==> src/hw/rtl/sample_rms_meter_defines.svh <==
// assertion macros used by the rms meter sequencer
`ifndef SAMPLE_RMS_METER_DEFINES_SVH
`define SAMPLE_RMS_METER_DEFINES_SVH

// same-cycle implication, checked on every rising edge outside reset
`define SRM_ASSERT_IMPL(lbl, ante, cons, msg) \
  lbl: assert property (@(posedge clk) disable iff (rst) (ante) |-> (cons)) else $error(msg);

// next-cycle implication
`define SRM_ASSERT_NEXT(lbl, ante, cons, msg) \
  lbl: assert property (@(posedge clk) disable iff (rst) (ante) |=> (cons)) else $error(msg);

`endif

==> src/hw/rtl/srm_pkg.sv <==
package srm_pkg;

  localparam int unsigned MAX_SAMPLES_DEF = 65536;

  localparam int unsigned SAMPLE_W = 16;
  localparam int unsigned COUNT_W  = 17;
  localparam int unsigned SUM_W    = 48;
  localparam int unsigned RMS_W    = 24;
  localparam int unsigned QUO_W    = 64;
  localparam int unsigned ROOT_W   = 32;
  localparam int unsigned REM_W    = 34;
  localparam int unsigned UNIT_W   = 36;
  localparam int unsigned FMT_W    = 2;

  typedef enum logic [FMT_W-1:0] {
    FMT_S8  = 2'd0,
    FMT_U8  = 2'd1,
    FMT_U16 = 2'd2,
    FMT_S16 = 2'd3
  } fmt_t;

  localparam fmt_t FMT_RESET = FMT_S16;

  typedef enum logic [1:0] {
    ST_IDLE,
    ST_DIV,
    ST_ROOT
  } seq_state_t;

  typedef logic [FMT_W-1:0] cfg_t;

  typedef struct packed {
    logic [SAMPLE_W-1:0] sample_bits;
    logic                last_sample;
  } sample_t;

  typedef struct packed {
    logic [RMS_W-1:0]   rms_value;
    logic [COUNT_W-1:0] sample_count;
    logic               overflow_flag;
  } result_t;

  typedef struct packed {
    logic [SUM_W-1:0]   sum;
    logic [COUNT_W-1:0] count;
    logic               ovf;
  } run_t;

endpackage

==> src/hw/rtl/srm_stream_if.sv <==
interface srm_stream_if #(
  parameter type payload_t = logic
) ();
  logic     valid;
  logic     ready;
  payload_t payload;

  modport source (output valid, output payload, input ready);
  modport sink (input valid, input payload, output ready);
endinterface

==> src/hw/rtl/srm_step_unit.sv <==
module srm_step_unit (
  input  logic [srm_pkg::UNIT_W-1:0] a,
  input  logic [srm_pkg::UNIT_W-1:0] b,
  output logic                       ge,
  output logic [srm_pkg::UNIT_W-1:0] diff
);
  import srm_pkg::*;

  logic borrow;

  // shared compare and subtract for divide and root steps
  assign {borrow, diff} = {1'b0, a} - {1'b0, b};
  assign ge = !borrow;
endmodule

==> src/hw/rtl/srm_accum.sv <==
module srm_accum #(
  parameter int unsigned MAX_SAMPLES = srm_pkg::MAX_SAMPLES_DEF
) (
  input  logic             clk,
  input  logic             rst,
  input  srm_pkg::fmt_t    sample_format,
  input  logic             in_valid,
  input  srm_pkg::sample_t in_data,
  output logic             in_ready,
  input  logic             run_ready,
  output logic             run_start,
  output srm_pkg::run_t    run
);
  import srm_pkg::*;

  logic [SUM_W-1:0]      sum;
  logic [COUNT_W-1:0]    count;
  logic                  ovf;
  logic [SAMPLE_W-1:0]   mag;
  logic [2*SAMPLE_W-1:0] sq;
  logic                  full;
  logic                  accept;

  function automatic logic [SAMPLE_W-1:0] magnitude(input fmt_t fmt,
                                                    input logic [SAMPLE_W-1:0] raw);
    logic [7:0]          b8;
    logic [SAMPLE_W-1:0] m;
    b8 = raw[7:0];
    unique case (fmt)
      FMT_S8:  m = {8'h00, (b8[7] ? 8'(~b8 + 8'd1) : b8)};
      FMT_U8:  m = {8'h00, b8};
      FMT_U16: m = raw;
      FMT_S16: m = raw[SAMPLE_W-1] ? SAMPLE_W'(~raw + 16'd1) : raw;
      default: m = raw;
    endcase
    return m;
  endfunction

  assign in_ready = run_ready;
  assign accept   = in_valid && run_ready;
  assign mag      = magnitude(sample_format, in_data.sample_bits);
  assign sq       = mag * mag;
  assign full     = count >= COUNT_W'(MAX_SAMPLES);

  // running totals including the beat being taken, unless the count is full, which sets overflow
  always_comb begin
    run.sum   = full ? sum : sum + {{(SUM_W-2*SAMPLE_W){1'b0}}, sq};
    run.count = full ? count : count + 1'b1;
    run.ovf   = ovf | full;
  end

  assign run_start = accept && in_data.last_sample;

  always_ff @(posedge clk) begin
    if (rst) begin
      sum   <= '0;
      count <= '0;
      ovf   <= 1'b0;
    end else if (accept) begin
      if (in_data.last_sample) begin
        sum   <= '0;
        count <= '0;
        ovf   <= 1'b0;
      end else begin
        sum   <= run.sum;
        count <= run.count;
        ovf   <= run.ovf;
      end
    end
  end
endmodule

==> src/hw/rtl/srm_seq.sv <==
`include "sample_rms_meter_defines.svh"

module srm_seq (
  input  logic             clk,
  input  logic             rst,
  input  logic             run_start,
  input  srm_pkg::run_t    run,
  output logic             run_ready,
  output logic             res_valid,
  input  logic             res_ready,
  output srm_pkg::result_t res
);
  import srm_pkg::*;

  localparam int unsigned STEP_W = $clog2(QUO_W);

  seq_state_t           state, state_next;
  logic [STEP_W-1:0]    step, step_next;
  logic [QUO_W-1:0]     work;
  logic [REM_W-1:0]     rem;
  logic [ROOT_W-1:0]    root;
  logic [ROOT_W-1:0]    root_next;
  logic [COUNT_W-1:0]   divisor;
  logic                 ovf_l;
  logic [UNIT_W-1:0]    op_a, op_b, diff;
  logic                 ge;
  logic                 div_last, root_last, out_free, advance, finish;

  srm_step_unit u_step (
    .a    (op_a),
    .b    (op_b),
    .ge   (ge),
    .diff (diff)
  );

  assign div_last  = step == STEP_W'(QUO_W - 1);
  assign root_last = step == STEP_W'(ROOT_W - 1);
  assign out_free  = !res_valid || res_ready;
  assign root_next = {root[ROOT_W-2:0], ge};
  assign run_ready = state == ST_IDLE;

  // operand select for the shared unit
  always_comb begin
    if (state == ST_ROOT) begin
      op_a = {rem, work[QUO_W-1 -: 2]};
      op_b = {{(UNIT_W-ROOT_W-2){1'b0}}, root, 2'b01};
    end else begin
      op_a = {{(UNIT_W-COUNT_W-1){1'b0}}, rem[COUNT_W-1:0], work[QUO_W-1]};
      op_b = {{(UNIT_W-COUNT_W){1'b0}}, divisor};
    end
  end

  always_ff @(posedge clk) begin
    if (rst) begin
      state <= ST_IDLE;
      step  <= '0;
    end else begin
      state <= state_next;
      step  <= step_next;
    end
  end

  always_comb begin
    state_next = state;
    step_next  = step;
    advance    = 1'b0;
    finish     = 1'b0;
    unique case (state)
      ST_IDLE: begin
        if (run_start) begin
          state_next = ST_DIV;
          step_next  = '0;
        end
      end
      ST_DIV: begin
        advance   = 1'b1;
        step_next = step + 1'b1;
        if (div_last) begin
          state_next = ST_ROOT;
          step_next  = '0;
        end
      end
      ST_ROOT: begin
        advance = !root_last || out_free;
        if (advance) begin
          step_next = step + 1'b1;
          if (root_last) begin
            finish     = 1'b1;
            state_next = ST_IDLE;
            step_next  = '0;
          end
        end
      end
      default: begin
        state_next = ST_IDLE;
        step_next  = '0;
      end
    endcase
  end

  always_ff @(posedge clk) begin
    if (state == ST_IDLE && run_start) begin
      work    <= {run.sum, 16'h0000};
      rem     <= '0;
      divisor <= run.count;
      ovf_l   <= run.ovf;
    end else if (advance) begin
      if (state == ST_DIV) begin
        work <= {work[QUO_W-2:0], ge};
        if (div_last) begin
          rem  <= '0;
          root <= '0;
        end else begin
          rem <= ge ? diff[REM_W-1:0] : op_a[REM_W-1:0];
        end
      end else begin
        rem  <= ge ? diff[REM_W-1:0] : op_a[REM_W-1:0];
        work <= {work[QUO_W-3:0], 2'b00};
        root <= root_next;
      end
    end
  end

  always_ff @(posedge clk) begin
    if (rst) begin
      res_valid <= 1'b0;
    end else if (finish) begin
      res_valid <= 1'b1;
    end else if (res_ready) begin
      res_valid <= 1'b0;
    end
  end

  always_ff @(posedge clk) begin
    if (finish) begin
      res.rms_value     <= root_next[RMS_W-1:0];
      res.sample_count  <= divisor;
      res.overflow_flag <= ovf_l;
    end
  end

  `SRM_ASSERT_IMPL(a_start_idle, run_start, state == ST_IDLE, "run started while busy")
  `SRM_ASSERT_IMPL(a_div_rem, state == ST_DIV, rem < REM_W'(divisor), "remainder not below divisor")
  `SRM_ASSERT_NEXT(a_finish, finish, res_valid && state == ST_IDLE, "result not loaded at finish")
endmodule

==> src/hw/rtl/sample_rms_meter.sv <==
// sample beats: one per cycle while ready, squared and summed in the accept cycle
// last beat of a run: 64 divide steps then 32 root steps on one shared subtractor,
// result registered at the final root step, input not ready from the last beat until then
// the final root step waits while a previous result is still untaken
// reset: format to signed 16-bit, sum, count and overflow cleared, no result pending
module sample_rms_meter #(
  parameter int unsigned MAX_SAMPLES = srm_pkg::MAX_SAMPLES_DEF
) (
  input  logic         clk,
  input  logic         rst,
  srm_stream_if.sink   cfg,
  srm_stream_if.sink   sample,
  srm_stream_if.source result
);
  import srm_pkg::*;

  fmt_t    sample_format;
  logic    run_ready;
  logic    run_start;
  run_t    run;
  logic    res_valid;
  result_t res;
  sample_t in_data;
  cfg_t    cfg_data;

  assign cfg.ready = 1'b1;
  assign cfg_data  = cfg.payload;
  assign in_data   = sample.payload;

  always_ff @(posedge clk) begin
    if (rst) begin
      sample_format <= FMT_RESET;
    end else if (cfg.valid && cfg.ready) begin
      sample_format <= fmt_t'(cfg_data);
    end
  end

  srm_accum #(
    .MAX_SAMPLES (MAX_SAMPLES)
  ) u_accum (
    .clk           (clk),
    .rst           (rst),
    .sample_format (sample_format),
    .in_valid      (sample.valid),
    .in_data       (in_data),
    .in_ready      (sample.ready),
    .run_ready     (run_ready),
    .run_start     (run_start),
    .run           (run)
  );

  srm_seq u_seq (
    .clk       (clk),
    .rst       (rst),
    .run_start (run_start),
    .run       (run),
    .run_ready (run_ready),
    .res_valid (res_valid),
    .res_ready (result.ready),
    .res       (res)
  );

  assign result.valid   = res_valid;
  assign result.payload = res;
endmodule
==> src/flat_wrapper.sv <==
// flat-port wrapper written by rule: the top's interface ports become plain ports
module sample_rms_meter_flat import srm_pkg::*;
#(
  parameter int unsigned MAX_SAMPLES = srm_pkg::MAX_SAMPLES_DEF
)
  (clk, rst, cfg_valid, cfg_payload, cfg_ready, sample_valid, sample_payload, sample_ready, result_valid, result_payload, result_ready);
  srm_stream_if cfg_i ();
  srm_stream_if sample_i ();
  srm_stream_if result_i ();
  input  logic clk;
  input  logic rst;
  input wire logic [$bits(cfg_i.valid)-1:0] cfg_valid;
  input wire logic [$bits(cfg_i.payload)-1:0] cfg_payload;
  output wire logic [$bits(cfg_i.ready)-1:0] cfg_ready;
  input wire logic [$bits(sample_i.valid)-1:0] sample_valid;
  input wire logic [$bits(sample_i.payload)-1:0] sample_payload;
  output wire logic [$bits(sample_i.ready)-1:0] sample_ready;
  output wire logic [$bits(result_i.valid)-1:0] result_valid;
  output wire logic [$bits(result_i.payload)-1:0] result_payload;
  input wire logic [$bits(result_i.ready)-1:0] result_ready;
  assign cfg_i.valid = cfg_valid;
  assign cfg_i.payload = cfg_payload;
  assign cfg_ready = cfg_i.ready;
  assign sample_i.valid = sample_valid;
  assign sample_i.payload = sample_payload;
  assign sample_ready = sample_i.ready;
  assign result_valid = result_i.valid;
  assign result_payload = result_i.payload;
  assign result_i.ready = result_ready;
  sample_rms_meter #(.MAX_SAMPLES(MAX_SAMPLES)) u_core (.clk(clk), .rst(rst), .cfg(cfg_i), .sample(sample_i), .result(result_i));
endmodule
==> config.mk <==
export PLATFORM = sky130hd
export DESIGN_NAME = sample_rms_meter_flat
export DESIGN_NICKNAME = d
export VERILOG_FILES = /design/src/hw/rtl/srm_pkg.sv /design/src/hw/rtl/srm_stream_if.sv /design/src/hw/rtl/srm_step_unit.sv /design/src/hw/rtl/srm_accum.sv /design/src/hw/rtl/srm_seq.sv /design/src/hw/rtl/sample_rms_meter.sv /design/src/flat_wrapper.sv
export VERILOG_INCLUDE_DIRS = /design/src /design/src/hw/rtl
export SDC_FILE = /design/constraint.sdc
export NUM_CORES = 1
export LEC_CHECK = 0
export ABC_AREA = 1
export BUFFER_PORTS_ARGS = -buffer_cell sky130_fd_sc_hd__buf_2
export CORE_ASPECT_RATIO = 0.7
export CORE_MARGIN = 3
export CORE_UTILIZATION = 62
export CTS_BUF_LIST = sky130_fd_sc_hd__clkbuf_8
export CTS_CLUSTER_DIAMETER = 80
export DETAILED_ROUTE_END_ITERATION = 6
export GPL_ROUTABILITY_DRIVEN = 0
export PLACE_DENSITY = 0.81
export REMOVE_ABC_BUFFERS = 1
export SLEW_MARGIN = 10
export SYNTH_ARGS = -nofsm -noshare
export SYNTH_HDL_FRONTEND = slang
export SYNTH_SLANG_ARGS = --single-unit
==> constraint.sdc <==
create_clock -name clk -period 1.63 [get_ports clk]
set_input_delay 0.326 -clock clk [delete_from_list [all_inputs] [get_ports clk]]
set_output_delay 0.326 -clock clk [all_outputs]
set_load 0.02 [all_outputs]
* After elaboration in Yosys (flattened, before gate mapping)
Index checks and enable logic that the tools add are counted.
** Cells by class
- Add/subtract/negate cells :: 2
- Multipliers :: 0
- Div/mod/pow operators :: 0
- Magnitude comparators :: 1
- Eq/ne operators :: 9
- Shift-type cells :: 0
- Mux-type cells :: 18
- Bitwise gates (word level) :: 1
- Reduce and logical (&&, ||, !) cells :: 12
** Operators by type and width (count)
- 17-bit 2-to-1 mux :: 2
- 6-bit 2-to-1 mux :: 4
- 6-bit case mux with 3 select lines :: 1
- 17-bit by 1-bit adder with 17-bit output, second input constant :: 1
- 17-bit >= comparator, second input constant :: 1
- 2-bit 2-to-1 mux :: 4
- 2-bit != test, second input constant :: 4
- 6-bit by 1-bit adder with 6-bit output, second input constant :: 1
- 6-bit by 5-bit equality test with 1-bit output, second input constant :: 1
- 6-bit equality test, second input constant :: 1
- 1-bit 2-to-1 mux :: 6
- 2-bit case mux with 3 select lines :: 1
- 2-bit AND reduction :: 2
- 4-bit AND reduction :: 1
- 1-bit logical AND :: 3
- 2-bit by 1-bit equality test with 1-bit output, second input constant :: 1
- 2-bit equality test, second input constant :: 1
- 1-bit logical NOT :: 2
- 2-bit logical NOT :: 1
- 1-bit logical OR :: 2
- 2-bit by 1-bit != test with 1-bit output, second input constant :: 1
- 2-bit nonzero test :: 1
- 1-bit OR :: 1
** Storage, ports and cells
- Flip-flop bits (word level) :: 29
- Latch bits :: 0
- Bits in writable memories :: 0
- ROM bits :: 0
- Bits of input ports :: 7
- Output and inout port bits :: 4
- Memories kept :: 0

* Longest topological paths before layout
- Depth in word-level cells :: 6
- Mapped depth :: 12
- Gate-level depth less buffers :: 11

* Modules after synthesis
From an unflattened synthesis, not the netlist that was laid out.
** Unflattened totals
- Cell total of the unflattened synthesis :: 3575
- Area, all modules :: 25368.1 µm²
** Modules (own cells, without submodules)
- srm_accum :: instances 1, cells each 2012, area each 13503.0 µm², seq. area each 1321.3 µm²
- srm_seq :: instances 1, cells each 1005, area each 9098.7 µm², seq. area each 5385.2 µm²
- srm_step_unit :: instances 1, cells each 546, area each 2676.3 µm², seq. area each 0.0 µm²
- sample_rms_meter :: instances 1, cells each 12, area each 90.1 µm², seq. area each 40.0 µm²

* Worst setup path after synthesis
OpenSTA, ideal clock, no wires.
- Kind :: register -> register
- Start point :: register u_core.u_seq.state[0]
- End point :: register u_core.u_accum.count[9]
- Library setup time :: 0.115 ns
- Data arrival time :: 1.449 ns
- Data required time :: 1.515 ns
- Path slack :: 0.067 ns
- Cell stages (with the launch flop) :: 12
- Path buffers :: 1
- Cells stage by stage :: dfxtp_1 inv_1 ha_1 nand2_2 inv_2 nand2_1 nand2_4 inv_2 buf_6 nand2_1 inv_1 o21a_1
** Between the ends
- Longest elaborated chain between the ends :: 3
** RTL lines
- start: declaration :: RTL line srm_seq.sv:17 : seq_state_t state, state_next;
- start signal: assignment :: RTL line srm_seq.sv:58 : state <= state_next;
- 2-bit logical NOT :: RTL line srm_seq.sv:40 : assign run_ready = state == ST_IDLE;
- named net sample_ready :: RTL line flat_wrapper.sv:17 : output wire logic [$bits(sample_i.ready)-1:0] sample_ready;
- 1-bit logical AND :: RTL line srm_accum.sv:40 : assign accept = in_valid && run_ready;
- 2-bit AND reduction (no line)
- end signal: assignment :: RTL line srm_accum.sv:66 : count <= run.count;
- end: declaration :: RTL line srm_accum.sv:17 : logic [COUNT_W-1:0] count;
The timed path passes the listed nets, and every way through them passes these cells.
A chain may end at the register's enable or synchronous reset.

* Worst setup path in the final report
- Start point :: register u_core.u_seq.state[0]
- End point :: register u_core.u_seq.step[3]
** Between the ends
- Longest elaborated chain between the ends :: 5
** RTL lines
- 2-bit logical NOT :: RTL line srm_seq.sv:40, srm_seq.sv:68
- 1-bit logical AND :: RTL line srm_accum.sv:40
- 1-bit logical AND :: RTL line srm_accum.sv:52 : assign run_start = accept && in_data.last_sample;
- 2-bit != test (no line)
- 2-bit AND reduction (no line)
- end signal: assignment :: RTL line srm_seq.sv:59 : step <= step_next;
- end: declaration :: RTL line srm_seq.sv:18 : logic [STEP_W-1:0] step, step_next;
Parallel ways exist; a longest one is shown, timed or not.

==> key figures <==
Clocking
  – Sink Count: 29
  – Clock latency on the worst-skew pair: 0.28 ns
  – H-Tree Depth: 2
  – Clock Path Buffers: 2
  – Root buf cell: clkbuf_8
  – Clock buffer count from CTS: 5
  – TritonCTS clock tree: yes
  – Worst-path clk slew: 0.06 ns

Critical path
  – R2R depth: 9
  – Worst reg2reg path startpoint: u_core.u_seq.state[0]
  – WP buf/inv: 2
  – Worst reg2reg setup slack: 0.07 ns
  – Crit-path cells: inv_1, ha_1, inv_1, nor2_2, nand2_4, nand2_8, nor2_2, o21ai_1, nor2_1
  – CP peak stage delay: 0.33 ns
  – Data required, critical path: 1.81 ns
  – CP Capture Type: flop
  – Worst EP arrival: 1.73 ns
  – Setup CP Type: reg -> reg
  – Stages on worst setup path: 9
  – CP top delay family: simple AND/OR/NAND/NOR gates
  – Crit-path slowest cell: dfxtp_1
  – Reg-to-reg endpoint: u_core.u_seq.step[3]
  – Max FO, Critical Path: 10
  – Crit path launch type: flop

Route
  – Initial DRC Count: 83
  – Final ANT Viol Nets: 0
  – Vias post-DR: 1426
  – WL/cell: 12.7 um
  – # DRC: 0
  – DR pass1 iterations: 4
  – Post-DR vias/cell: 5.38
  – WL final: 3370 um

Power and ir drop
  – Power per Cell Area: 1210 nW/um2
  – Max IR drop VDD: 0.858 mV
  – Static Leak: 0.000769 uW

Floorplan
  – Ports: 11
  – Chip width: 67.0 um
  – Row count: 14
  – Core box area: 2310 um2
  – Starting Density: 69.8%
  – Die Ht: 48.7 um
  – Die Area: 3260 um2

Layout
  – Area growth from synthesis to layout: 11.3%
  – Design Area, Final: 1800 um2
  – Fin cells: 265
  – Commonest cells after routing, fill and taps aside: 39 x nand2_1, 27 x inv_1, 26 x nor2_1, 26 x dfxtp_1, 18 x a21oi_1
  – Finished Core Util: 77.7%
  – Share of post-route cells with drive strength above 1: 23.6%
  – Commonest non-fill, non-tap cell in the layout: nand2_1
  – Final #Nets: 245
  – Diode count: 0

Timing
  – Setup TNS Final: 0 ns
  – Final setup vio count: 0
  – Max Clk Rate: 641 MHz
  – Setup WS post-layout: 0.0702 ns
  – Post-route minimum period: 1.56 ns
  – RSZ-0062 raised after global routing: true
  – Hold Fails Final Rpt: 0
  – Fin crit share: 95.7%
  – Final Skew: 0.00401 ns
  – Max Slew Vio Count: 0

Placed design
  – Hpwl dp: 2470 um
  – Post-DP Area: 1670 um2
  – Port buffer count: 7
  – Worst slack at placement: -0.0337 ns
  – DP Cell Count: 256

Run status
  – Status: completed

Global route
  – Initial antenna violation count: 0
  – Maximum number of pins on one net before global-route repair: 13
  – GRT Total Usage: 23.1%
  – First-pass GRT wire length: 5630 um
  – Vias in the first global route: 1268
  – Overflow after GRT: 0

Run
  – MaxCap Viol Count: 0

Synth
  – Yosys warns: 0
  – Cells after Synth: 219
  – Mean Syn Cell Area: 7.36 um2
  – Library cells used by synthesis: 33
  – Top cell type's share of synthesized area: 33.5%
  – Cell area after synthesis: 1610 um2
  – Post-synthesis sequential area ratio: 37.2%
  – Dominant cells by area after synthesis: dfxtp_1 34%, nand2_1 9.3%, inv_1 6.3%
  – Yosys top cell by area: dfxtp_1
  – FF+latch count, synth: 29

Hold path
  – Hold wc startpoint: rst
  – Hold Path End: u_core.u_accum.count[1]
  – Hold depth: 2
  – Hold WC Path Type: in -> reg
==> synth_stat cells, drive strengths merged <==
library cell and count:
nor3b 1, a31oi 2, nor3 3, buf 2
nand3 12, nor2 32, o21bai 2, ha 6
nand2 49, a21boi 1, inv 36, nand4 3
o21ai 16, o21a 1, edfxtp 2, or2 1
dfxtp 27, nand3b 1, a21oi 21, conb 1
==> flip-flops by register name, summed over array words and instances, names as in the netlist <==
| register | cells |
|---|---|
| u_core.u_accum.count | 17 |
| u_core.u_accum.ovf | 1 |
| u_core.u_seq.ovf_l | 1 |
| u_core.u_seq.res | 1 |
| u_core.u_seq.res_valid | 1 |
| u_core.u_seq.state | 2 |
| u_core.u_seq.step | 6 |
==> cell type report <==
cell class                      count  area [um2]
Sequential cell                    29         602
Multi-Input combinational cell    152         870
Inverter                           36         140
Fill cell                         173         517
Timing Repair Buffer                8        42.5
Tap cell                           32        40.0
Clock buffer                        7        96.3
Clock inverter                      1        5.00
==> metrics by stage <==
step | hold WS [ns] | total power (uW)
2_1_floorplan | 0.395 | 1330
3_3_place_gp | 0.410 | 1450
3_5_place_dp | 0.413 | 1490
4_1_cts | 0.303 | 2150
5_1_grt | 0.312 | 2300
6_report | 0.313 | 2170
==> layer usage <==
layer | vias to the layer above | track usage [%] | part of all wire [%]
li1 | 724 | - | -
met1 | 639 | 31.6 | 46
met2 | 54 | 33.2 | 44
met3 | 9 | 7.41 | 8.4
met4 | 0 | 9.76 | 1.5
met5 | - | 0 | 0
==> cells by family (layout without fill, tap and decap cells) <==
| kind of cell | Yosys count | count (layout) | synth area share (%) |
|---|---|---|---|
| AND/OR/NAND/NOR | 102 | 102 | 32.1 |
| AO/OA/AOI/OAI | 43 | 43 | 16.2 |
| buffers and inverters | 38 | 52 | 9.54 |
| flip-flops | 29 | 29 | 37.2 |
| adder cells (fa/ha/maj) | 6 | 6 | 4.65 |
| other | 1 | 1 | 0.233 |
==> where the power goes <==
| part | switching (uW) | internal (uW) |
|---|---|---|
| clock | 276 | 381 |
| sequential | 32.3 | 758 |
| combinational | 474 | 247 |
==> how the worst max path moves through the flow <==
| stage | startpoint | end | slack [ns] |
|---|---|---|---|
| detailed placement | u_core.u_seq.state[0] | u_core.u_accum.count[4] | -0.03 |
| CTS | u_core.u_seq.state[0] | u_core.u_accum.count[4] | 0.006 |
| global route | u_core.u_seq.state[1] | u_core.u_accum.count[4] | -0.01 |
| floorplan | u_core.u_seq.state[0] | u_core.u_accum.count[4] | 0.10 |
| global placement | u_core.u_seq.state[0] | u_core.u_accum.count[4] | 0.07 |
| finish | u_core.u_seq.state[0] | u_core.u_seq.step[3] | 0.07 |
==> repair_timing <==
item                                    in CTS  in global routing
setup buffers                                0                  1
hold endpoints to repair                     0                  0
endpoints found under the setup margin       1                 11
hold buffers                                 0                  0
pin swaps                                    0                  1
resized for setup                            1                  6
No activity file was read; power rests on OpenSTA's default activity.
